<file path="config.mk">
export PLATFORM = sky130hd
export DESIGN_NAME = hex_record_loader_core
export DESIGN_NICKNAME = d
export VERILOG_FILES = /design/src/rtl/hrl_pkg.sv /design/src/rtl/hex_record_loader_core.sv /design/src/rtl/hrl_in_reg.sv /design/src/rtl/hrl_parser.sv /design/src/rtl/hrl_out_reg.sv
export VERILOG_INCLUDE_DIRS = /design/src /design/src/rtl
export SDC_FILE = /design/constraint.sdc
export NUM_CORES = 1
export LEC_CHECK = 0
export BUFFER_PORTS_ARGS = -buffer_cell sky130_fd_sc_hd__buf_2
export CAP_MARGIN = 20
export CORE_MARGIN = 5
export CORE_UTILIZATION = 45
export CTS_CLUSTER_SIZE = 40
export DETAILED_ROUTE_END_ITERATION = 6
export PLACE_DENSITY_LB_ADDON = 0.2
export SYNTH_ARGS = -nofsm -noshare
export SYNTH_HDL_FRONTEND = slang
export SYNTH_HIERARCHICAL = 1
export SYNTH_SLANG_ARGS = --single-unit
</file>
<file path="constraint.sdc">
create_clock -name clk -period 6.45 [get_ports clk]
set_input_delay 0.645 -clock clk [delete_from_list [all_inputs] [get_ports clk]]
set_output_delay 0.645 -clock clk [all_outputs]
set_load 0.05 [all_outputs]
</file>
<file path="src/rtl/hex_record_loader_core_assert.svh">
// ----------------------------------------------------------------------------
// Assertion macros for the hex record loader.
// Both forms sample on clk and are switched off while rst_n is low.
// ----------------------------------------------------------------------------
`ifndef HEX_RECORD_LOADER_CORE_ASSERT_SVH
`define HEX_RECORD_LOADER_CORE_ASSERT_SVH

// Same-cycle implication.
`define HRL_ASSERT_IMP(lbl, ante, cons, msg) \
  lbl: assert property (@(posedge clk) disable iff (!rst_n) (ante) |-> (cons)) \
    else $error(msg);

// Next-cycle implication.
`define HRL_ASSERT_NXT(lbl, ante, cons, msg) \
  lbl: assert property (@(posedge clk) disable iff (!rst_n) (ante) |=> (cons)) \
    else $error(msg);

`endif

</file>
<file path="src/rtl/hrl_pkg.sv">
// ----------------------------------------------------------------------------
// hrl_pkg
// Types, codes and helpers shared by the hex record loader modules.
// ----------------------------------------------------------------------------
`timescale 1ns / 1ps

package hrl_pkg;

  localparam int unsigned ADDR_WIDTH_DEFAULT = 32;
  localparam int unsigned ADDR_OUT_W         = 32;
  localparam int unsigned CHAR_W             = 8;
  localparam int unsigned DATA_W             = 8;
  localparam int unsigned EVENT_W            = 3;

  localparam logic [7:0] CHAR_COLON   = 8'h3A;
  localparam logic [7:0] CHAR_NEWLINE = 8'h0A;

  localparam logic [7:0] KIND_DATA    = 8'h00;
  localparam logic [7:0] KIND_EOF     = 8'h01;
  localparam logic [7:0] KIND_SEGMENT = 8'h02;
  localparam logic [7:0] KIND_LINEAR  = 8'h04;
  localparam logic [7:0] EXT_LENGTH   = 8'h02;

  typedef enum logic [3:0] {
    PH_START   = 4'd0,
    PH_LEN     = 4'd1,
    PH_ADDR_HI = 4'd2,
    PH_ADDR_LO = 4'd3,
    PH_TYPE    = 4'd4,
    PH_DATA    = 4'd5,
    PH_CKSUM   = 4'd6,
    PH_SKIP    = 4'd7,
    PH_DONE    = 4'd8
  } phase_t;

  typedef enum logic [EVENT_W-1:0] {
    EV_WRITE     = 3'd0,
    EV_SUCCESS   = 3'd1,
    EV_FORMAT    = 3'd2,
    EV_CHECKSUM  = 3'd3,
    EV_PREMATURE = 3'd4
  } event_t;

  typedef struct packed {
    logic [CHAR_W-1:0] character;
    logic              end_of_stream;
  } item_t;

  typedef struct packed {
    logic                  emit;
    event_t                ev;
    logic [ADDR_OUT_W-1:0] address;
    logic [DATA_W-1:0]     data;
  } result_t;

  // Returns {valid, nibble} for one ASCII hex digit.
  function automatic logic [4:0] hex_digit(input logic [7:0] c);
    logic [4:0] r;
    begin
      r = 5'b0;
      if (c >= 8'h30 && c <= 8'h39) begin
        r = {1'b1, 4'(c - 8'h30)};
      end else if (c >= 8'h41 && c <= 8'h46) begin
        r = {1'b1, 4'(c - 8'h37)};
      end else if (c >= 8'h61 && c <= 8'h66) begin
        r = {1'b1, 4'(c - 8'h57)};
      end
      return r;
    end
  endfunction

endpackage

</file>
<file path="src/rtl/hex_record_loader_core.sv">
// ----------------------------------------------------------------------------
// hex_record_loader_core
// Parses hexadecimal record text one character per transaction and issues
// byte writes, end-of-file success or error events.
// ----------------------------------------------------------------------------
// The block accepts one character per clock cycle when the result side is not
// stalled. Each character is captured in the input register, passes through
// the parser logic, and any result it causes is loaded into the result
// register, where it is held until the sink takes it. Characters that cause
// no result still pass through the input register and the parser. After a
// final event (success or any error) every further character is accepted
// and dropped until reset. Byte write addresses wrap at min(ADDRESS_WIDTH, 32)
// bits.
`timescale 1ns / 1ps

module hex_record_loader_core #(
  parameter int unsigned ADDRESS_WIDTH = hrl_pkg::ADDR_WIDTH_DEFAULT
) (
  input  logic        clk,
  input  logic        rst_n,
  input  logic        in_tvalid,
  output logic        in_tready,
  input  logic [7:0]  in_tdata,   // [7:0] character
  input  logic [0:0]  in_tuser,   // [0] end_of_stream
  output logic        out_tvalid,
  input  logic        out_tready,
  output logic [39:0] out_tdata,  // [31:0] address, [39:32] data
  output logic [2:0]  out_tuser   // [2:0] event_res
);
  import hrl_pkg::*;

  item_t   in_item;
  item_t   cur_item;
  logic    cur_valid;
  logic    slot_free;
  logic    step;
  result_t res;
  result_t res_q;

  assign in_item.character     = in_tdata;
  assign in_item.end_of_stream = in_tuser[0];

  assign step = cur_valid && slot_free;

  hrl_in_reg u_in_reg (
    .clk      (clk),
    .rst_n    (rst_n),
    .in_valid (in_tvalid),
    .in_ready (in_tready),
    .in_item  (in_item),
    .advance  (step),
    .valid    (cur_valid),
    .item     (cur_item)
  );

  hrl_parser #(
    .ADDRESS_WIDTH (ADDRESS_WIDTH)
  ) u_parser (
    .clk   (clk),
    .rst_n (rst_n),
    .step  (step),
    .item  (cur_item),
    .res   (res)
  );

  hrl_out_reg u_out_reg (
    .clk       (clk),
    .rst_n     (rst_n),
    .load      (step && res.emit),
    .res_in    (res),
    .out_ready (out_tready),
    .out_valid (out_tvalid),
    .slot_free (slot_free),
    .res_out   (res_q)
  );

  assign out_tdata = {res_q.data, res_q.address};
  assign out_tuser = res_q.ev;

endmodule

</file>
<file path="src/rtl/hrl_in_reg.sv">
// ----------------------------------------------------------------------------
// hrl_in_reg
// Input register: captures one character transaction and holds it until the
// parser takes it.
// ----------------------------------------------------------------------------
`timescale 1ns / 1ps

module hrl_in_reg (
  input  logic          clk,
  input  logic          rst_n,
  input  logic          in_valid,
  output logic          in_ready,
  input  hrl_pkg::item_t in_item,
  input  logic          advance,
  output logic          valid,
  output hrl_pkg::item_t item
);
  import hrl_pkg::*;

  logic  valid_r;
  logic  valid_nxt;
  item_t item_r;

  assign in_ready = !valid_r || advance;

  always_comb begin
    valid_nxt = valid_r;
    if (in_valid && in_ready) begin
      valid_nxt = 1'b1;
    end else if (advance) begin
      valid_nxt = 1'b0;
    end
  end

  always_ff @(posedge clk) begin
    if (!rst_n) begin
      valid_r <= 1'b0;
    end else begin
      valid_r <= valid_nxt;
    end
  end

  always_ff @(posedge clk) begin
    if (in_valid && in_ready) begin
      item_r <= in_item;
    end
  end

  assign valid = valid_r;
  assign item  = item_r;

endmodule

</file>
<file path="src/rtl/hrl_parser.sv">
// ----------------------------------------------------------------------------
// hrl_parser
// Record parser: holds the per-record state and turns one character into at
// most one result in combinational logic.
// ----------------------------------------------------------------------------
`timescale 1ns / 1ps
`include "hex_record_loader_core_assert.svh"

module hrl_parser #(
  parameter int unsigned ADDRESS_WIDTH = hrl_pkg::ADDR_WIDTH_DEFAULT
) (
  input  logic             clk,
  input  logic             rst_n,
  input  logic             step,
  input  hrl_pkg::item_t   item,
  output hrl_pkg::result_t res
);
  import hrl_pkg::*;

  localparam int unsigned AddrBits = (ADDRESS_WIDTH < 32) ? ADDRESS_WIDTH : 32;

  phase_t              phase_r,       phase_nxt;
  logic                low_next_r,    low_next_nxt;
  logic [3:0]          high_nib_r,    high_nib_nxt;
  logic [7:0]          rec_len_r,     rec_len_nxt;
  logic [7:0]          bytes_left_r,  bytes_left_nxt;
  logic [AddrBits-1:0] wr_addr_r,     wr_addr_nxt;
  logic [AddrBits-1:0] base_r,        base_nxt;
  logic [7:0]          sum_r,         sum_nxt;
  logic [7:0]          kind_r,        kind_nxt;
  logic [15:0]         base_field_r,  base_field_nxt;

  logic [4:0]  digit;
  logic [7:0]  byte_val;
  logic [31:0] wide_tmp;

  assign digit    = hex_digit(item.character);
  assign byte_val = {high_nib_r, digit[3:0]};

  always_comb begin
    phase_nxt      = phase_r;
    low_next_nxt   = low_next_r;
    high_nib_nxt   = high_nib_r;
    rec_len_nxt    = rec_len_r;
    bytes_left_nxt = bytes_left_r;
    wr_addr_nxt    = wr_addr_r;
    base_nxt       = base_r;
    sum_nxt        = sum_r;
    kind_nxt       = kind_r;
    base_field_nxt = base_field_r;
    wide_tmp       = '0;
    res            = '0;

    if (step && phase_r != PH_DONE) begin
      if (item.end_of_stream) begin
        res.emit  = 1'b1;
        res.ev    = EV_PREMATURE;
        phase_nxt = PH_DONE;
      end else if (phase_r == PH_START) begin
        if (item.character != CHAR_COLON) begin
          res.emit  = 1'b1;
          res.ev    = EV_FORMAT;
          phase_nxt = PH_DONE;
        end else begin
          phase_nxt    = PH_LEN;
          sum_nxt      = '0;
          low_next_nxt = 1'b0;
        end
      end else if (phase_r == PH_SKIP) begin
        if (item.character == CHAR_NEWLINE) begin
          phase_nxt = PH_START;
        end
      end else if (!digit[4]) begin
        // Covers newlines and any other stray character inside a record.
        res.emit  = 1'b1;
        res.ev    = EV_FORMAT;
        phase_nxt = PH_DONE;
      end else if (!low_next_r) begin
        high_nib_nxt = digit[3:0];
        low_next_nxt = 1'b1;
      end else begin
        low_next_nxt = 1'b0;
        sum_nxt      = sum_r + byte_val;
        unique case (phase_r)
          PH_LEN: begin
            rec_len_nxt    = byte_val;
            bytes_left_nxt = byte_val;
            phase_nxt      = PH_ADDR_HI;
          end
          PH_ADDR_HI: begin
            wide_tmp    = {16'b0, byte_val, 8'b0};
            wr_addr_nxt = wide_tmp[AddrBits-1:0];
            phase_nxt   = PH_ADDR_LO;
          end
          PH_ADDR_LO: begin
            wr_addr_nxt = {wr_addr_r[AddrBits-1:8], byte_val} + base_r;
            phase_nxt   = PH_TYPE;
          end
          PH_TYPE: begin
            kind_nxt = byte_val;
            if (byte_val == KIND_EOF) begin
              res.emit  = 1'b1;
              res.ev    = EV_SUCCESS;
              phase_nxt = PH_DONE;
            end else if ((byte_val == KIND_SEGMENT || byte_val == KIND_LINEAR) &&
                         rec_len_r != EXT_LENGTH) begin
              res.emit  = 1'b1;
              res.ev    = EV_FORMAT;
              phase_nxt = PH_DONE;
            end else begin
              base_field_nxt = '0;
              phase_nxt      = (bytes_left_r != 8'd0) ? PH_DATA : PH_CKSUM;
            end
          end
          PH_DATA: begin
            if (kind_r == KIND_DATA) begin
              res.emit    = 1'b1;
              res.ev      = EV_WRITE;
              res.address = 32'(wr_addr_r);
              res.data    = byte_val;
              wr_addr_nxt = wr_addr_r + 1'b1;
            end else if (kind_r == KIND_SEGMENT || kind_r == KIND_LINEAR) begin
              base_field_nxt = {base_field_r[7:0], byte_val};
            end
            bytes_left_nxt = bytes_left_r - 8'd1;
            if (bytes_left_r == 8'd1) begin
              phase_nxt = PH_CKSUM;
            end
          end
          PH_CKSUM: begin
            if (sum_nxt != 8'd0) begin
              res.emit  = 1'b1;
              res.ev    = EV_CHECKSUM;
              phase_nxt = PH_DONE;
            end else begin
              if (kind_r == KIND_SEGMENT) begin
                wide_tmp = {12'b0, base_field_r, 4'b0};
                base_nxt = wide_tmp[AddrBits-1:0];
              end else if (kind_r == KIND_LINEAR) begin
                wide_tmp = {base_field_r, 16'b0};
                base_nxt = wide_tmp[AddrBits-1:0];
              end
              phase_nxt = PH_SKIP;
            end
          end
          default: begin
            res.emit  = 1'b1;
            res.ev    = EV_FORMAT;
            phase_nxt = PH_DONE;
          end
        endcase
      end
    end
  end

  always_ff @(posedge clk) begin
    if (!rst_n) begin
      phase_r      <= PH_START;
      low_next_r   <= 1'b0;
      high_nib_r   <= '0;
      rec_len_r    <= '0;
      bytes_left_r <= '0;
      wr_addr_r    <= '0;
      base_r       <= '0;
      sum_r        <= '0;
      kind_r       <= '0;
      base_field_r <= '0;
    end else begin
      phase_r      <= phase_nxt;
      low_next_r   <= low_next_nxt;
      high_nib_r   <= high_nib_nxt;
      rec_len_r    <= rec_len_nxt;
      bytes_left_r <= bytes_left_nxt;
      wr_addr_r    <= wr_addr_nxt;
      base_r       <= base_nxt;
      sum_r        <= sum_nxt;
      kind_r       <= kind_nxt;
      base_field_r <= base_field_nxt;
    end
  end

  `HRL_ASSERT_NXT(a_done_sticks, phase_r == PH_DONE, phase_r == PH_DONE,
                  "parser left the finished state without reset")
  `HRL_ASSERT_NXT(a_final_ends, step && res.emit && res.ev != EV_WRITE,
                  phase_r == PH_DONE, "final event did not stop the parser")
  `HRL_ASSERT_IMP(a_write_in_data, step && res.emit && res.ev == EV_WRITE,
                  phase_r == PH_DATA && kind_r == KIND_DATA,
                  "byte write outside a data record body")
  `HRL_ASSERT_IMP(a_data_has_bytes, phase_r == PH_DATA, bytes_left_r != 8'd0,
                  "data phase entered with no bytes left")

endmodule

</file>
<file path="src/rtl/hrl_out_reg.sv">
// ----------------------------------------------------------------------------
// hrl_out_reg
// Result register: holds one result transaction until the sink takes it.
// ----------------------------------------------------------------------------
`timescale 1ns / 1ps

module hrl_out_reg (
  input  logic             clk,
  input  logic             rst_n,
  input  logic             load,
  input  hrl_pkg::result_t res_in,
  input  logic             out_ready,
  output logic             out_valid,
  output logic             slot_free,
  output hrl_pkg::result_t res_out
);
  import hrl_pkg::*;

  logic    valid_r;
  logic    valid_nxt;
  result_t res_r;

  assign slot_free = !valid_r || out_ready;

  always_comb begin
    valid_nxt = valid_r;
    if (load) begin
      valid_nxt = 1'b1;
    end else if (out_ready) begin
      valid_nxt = 1'b0;
    end
  end

  always_ff @(posedge clk) begin
    if (!rst_n) begin
      valid_r <= 1'b0;
    end else begin
      valid_r <= valid_nxt;
    end
  end

  always_ff @(posedge clk) begin
    if (load) begin
      res_r <= res_in;
    end
  end

  assign out_valid = valid_r;
  assign res_out   = res_r;

endmodule
</file>
==> results_tabular.tex <==
\begin{tabular}{lr}
\hline
Metric & Value \\
\hline
\multicolumn{2}{l}{\textbf{Cells and area}} \\
Number of cells in the finished layout apart from fillers & between 1000 and 1500 \\
FILL cells & between 2000 and 2500 \\
Net count reported at finish & 1246 \\
Diode count & 0 \\
Area added between synthesis and finish & 11.2\% \\
Layout cell share with drive strength beyond 1 & approximately 11\% \\
\multicolumn{2}{l}{\textbf{Clocking}} \\
Clock net sink count & around 170 \\
Post-cts hold buffer count & 0 \\
H-Tree Level Count & 4 \\
Skew-Pair Late Insertion Delay & 0.44 ns \\
Clock tree from TritonCTS & done \\
TritonCTS Buffers & 17 \\
Worst-case clock buffer depth & 2 \\
Cell at the root of the clock tree & sky130\_fd\_sc\_hd\_\_clkbuf\_16 \\
Number of cells upsized or downsized after cts & 0 \\
Clock Pin Slew Worst Setup and Hold Paths & about 0.070 ns \\
Total setup buffers inserted after CTS & 0 \\
\multicolumn{2}{l}{\textbf{Timing}} \\
Post-route clock skew & 0.0141 ns \\
Post-route setup slack & approximately 1.2 ns \\
Aggregate negative setup slack & 0 ns \\
Relative slew margins & between 30 and 40\% \\
Final setup violation count & 0 \\
Max Clk Rate & approximately 190 MHz \\
Crit path time final & roughly 5.2 ns \\
Tcrit/Tclk final & 81.2\% \\
Setup repair after global routing missed its margin & no \\
Final Hold Violating Endpoints & 0 \\
Slew Viols, Final & 0 \\
Slew at the pin closest to its max-slew limit & just under 1 ns \\
Hold Worst Slack & 0.379 ns \\
\multicolumn{2}{l}{\textbf{Critical path}} \\
Count of cell instances traversed by the critical path & 18 \\
Start point of the critical path & u\_in\_reg/item[1]\$\_DFFE\_PP\_ \\
Worst path cell trace & inv\_1, ha\_1, o21bai\_1, a21oi\_2, mux2\_2, nand2\_1, inv\_1, ha\_1, a211o\_1, a21o\_1, a211oi\_1, o21ai\_0, nand4\_1, nor2\_1, o211a\_1, a221oi\_1, and3\_2, buf\_4 \\
Flop2flop setup slack & 1.21 ns \\
Required time of the worst setup path & about 6.5 ns \\
CP max stage delay & 0.52 ns \\
Crit Path Category & reg -> reg \\
CP endpoint kind & flip-flop \\
Kind of cell with the highest combined delay on the critical path & compound AO/OA/AOI/OAI gates \\
Number of buffers and inverters on the critical path & 3 \\
Worst Setup Start Kind & flip-flop \\
Worst reg2reg path endpoint & u\_out\_reg/res\_out[24]\$\_DFFE\_PP\_ \\
Crit path to & u\_out\_reg/res\_out[24]\$\_DFFE\_PP\_ \\
Worst R2R Path Depth & 18 \\
CP Max Fanout & 44 \\
Arrival time of the worst setup path & roughly 5.3 ns \\
Slowest cell on crit path & sky130\_fd\_sc\_hd\_\_edfxtp\_1 \\
Worst R2R Start & u\_in\_reg/item[1]\$\_DFFE\_PP\_ \\
\multicolumn{2}{l}{\textbf{Place}} \\
Half-perimeter wire length of the detailed placement result & approximately 19000 um \\
Cell Count Post-Placement & between 1000 and 1500 \\
Quantity of I/O buffers inserted on ports & 57 \\
Place WS & 1.24 ns \\
Final GP Congestion & roughly 0.93 \\
\multicolumn{2}{l}{\textbf{Floorplanning}} \\
I/O pin count & 58 \\
Floorplan row count & between 50 and 60 \\
Floorplan die width & 158 um \\
Height of the die & roughly 160 um \\
Effective utilization at floorplan & between 40\% and 50\% \\
Area of the die & 24900 um2 \\
Placeable core region & between 20000 and 25000 um2 \\
\multicolumn{2}{l}{\textbf{GRT}} \\
Antenna violations before repair & 0 \\
Global-route wire length before repair & about 43000 um \\
Vias in the first global route & about 8000 \\
Total track usage & between 20\% and 30\% \\
Largest net degree at the start of global routing & slightly above 80 \\
GRT Residual Overflow & 0 \\
\multicolumn{2}{l}{\textbf{Min path}} \\
Worst hold path stage count & 1 \\
Class of the worst hold path & in -> reg \\
\multicolumn{2}{l}{\textbf{Power and ir drop}} \\
Cell leakage power & about 4.2 nW \\
Power per cell area & a little over 200 nW/um2 \\
Worst VDD drop & around 0.00017 V \\
\multicolumn{2}{l}{\textbf{Drt}} \\
First drt pass iteration count & 6 \\
Final routed wirelength across all metal layers & 27200 um \\
Detail Route Antenna Nets & 0 \\
DRC violations left & 0 \\
Wire length per cell & roughly 18 um \\
Number of design-rule violations left by the first detailed-router iteration & about 900 \\
DR vias/cell & between 5 and 6 \\
Vias & between 8000 and 9000 \\
\multicolumn{2}{l}{\textbf{Yosys}} \\
Post-Synthesis Cells & between 1000 and 1500 \\
Synth warn & 6 \\
Total standard cell area after synthesis & between 9000 and 10000 um2 \\
Synthesized netlist net count & 1215 \\
Mapped Avg Cell Area & between 8 and 9 um2 \\
\multicolumn{2}{l}{\textbf{Status}} \\
Status & finished clean \\
\multicolumn{2}{l}{\textbf{Job}} \\
Number of violations of the max-capacitance limit & 0 \\
\hline
\end{tabular}
## cell type report
class | instances | area (um2) | area share, %
timing repair buffer | 73 | 413 | 3.78
sequential | 171 | 3940 | 36.1
clock inverter | 14 | 160 | 1.47
tap | 280 | 350 | 3.21
multi-input combinational | 898 | 5510 | 50.5
clock buffer | 18 | 429 | 3.93
inverter | 28 | 105 | 0.963
## flip-flops by register name (all words and copies together) (netlist names)
signal,flops
u_parser/rec_len_r,8
u_out_reg/out_valid,1
u_in_reg/valid,1
u_parser/wr_addr_r,32
u_parser/bytes_left_r,8
u_parser/high_nib_r,4
u_out_reg/res_out,43
u_parser/sum_r,8
u_parser/kind_r,8
u_parser/base_r,28
u_in_reg/item,9
u_parser/base_field_r,16
u_parser/phase_r,4
u_parser/low_next_r,1
## through the flow
step           power, mW  utilization, %  cell area (um2)
5_1_grt             2.33            50.5            10900
3_5_place_dp        1.24            47.7            10300
6_report            2.26            50.5            10900
4_1_cts             2.28            50.4            10900
3_3_place_gp        1.24            47.7            10300
2_1_floorplan       1.21               -             9820
## power breakdown
group / internal, mW / switching [mW] / total [mW]
registers: 1.11 / 0.00833 / 1.12
clock network: 0.579 / 0.463 / 1.04
logic: 0.0264 / 0.0684 / 0.0948
total: 1.72 / 0.540 / 2.26
## how the worst min path moves through the flow
stage                                   startpoint                        endpoint  slack, ns
floorplan           u_parser/sum_r[5]$_SDFFE_PN0P_  u_parser/sum_r[5]$_SDFFE_PN0P_       0.44
global placement    u_parser/sum_r[5]$_SDFFE_PN0P_  u_parser/sum_r[5]$_SDFFE_PN0P_       0.44
detailed placement  u_parser/sum_r[5]$_SDFFE_PN0P_  u_parser/sum_r[5]$_SDFFE_PN0P_       0.46
CTS                                    in_tdata[3]      u_in_reg/item[4]$_DFFE_PP_       0.37
global route                           in_tdata[4]      u_in_reg/item[5]$_DFFE_PP_       0.37
finish                                 in_tdata[3]      u_in_reg/item[4]$_DFFE_PP_       0.38
## metal layers
metal  vias to the layer above  GRT usage [%]  share of wire (%)
met3                        34           3.42                7.5
met4                         0           6.64                1.8
met1                      4167           32.6                 48
met2                       341           32.4                 42
met5                         -              0                  0
li1                       4317              -                  -
## cell usage in the layout (no fill, tap or decap), types with 6 or more instances in the layout
master,instances
sky130_fd_sc_hd__or3_1,9
sky130_fd_sc_hd__or4_1,6
sky130_fd_sc_hd__nor3_1,34
sky130_fd_sc_hd__ha_1,42
sky130_fd_sc_hd__and2_1,45
sky130_fd_sc_hd__dfxtp_1,119
sky130_fd_sc_hd__o21a_1,8
sky130_fd_sc_hd__mux2i_1,21
sky130_fd_sc_hd__nor4_1,6
sky130_fd_sc_hd__nand4_1,8
sky130_fd_sc_hd__buf_2,57
sky130_fd_sc_hd__edfxtp_1,52
sky130_fd_sc_hd__clkbuf_16,17
sky130_fd_sc_hd__xnor2_1,15
sky130_fd_sc_hd__nor2_1,110
sky130_fd_sc_hd__and3_1,8
sky130_fd_sc_hd__a22oi_1,7
sky130_fd_sc_hd__a21oi_1,118
sky130_fd_sc_hd__nand2_1,131
sky130_fd_sc_hd__nand3_1,71
sky130_fd_sc_hd__inv_1,27
sky130_fd_sc_hd__o22ai_1,7
sky130_fd_sc_hd__a211oi_1,15
sky130_fd_sc_hd__buf_4,15
sky130_fd_sc_hd__a31oi_1,11
sky130_fd_sc_hd__nand2b_1,6
sky130_fd_sc_hd__o211ai_1,7
sky130_fd_sc_hd__o21ai_0,59
sky130_fd_sc_hd__xor2_1,9
sky130_fd_sc_hd__a221oi_1,8
sky130_fd_sc_hd__or2_2,6
sky130_fd_sc_hd__a21o_1,19
Note: power is estimated with default switching activity, not from simulation.
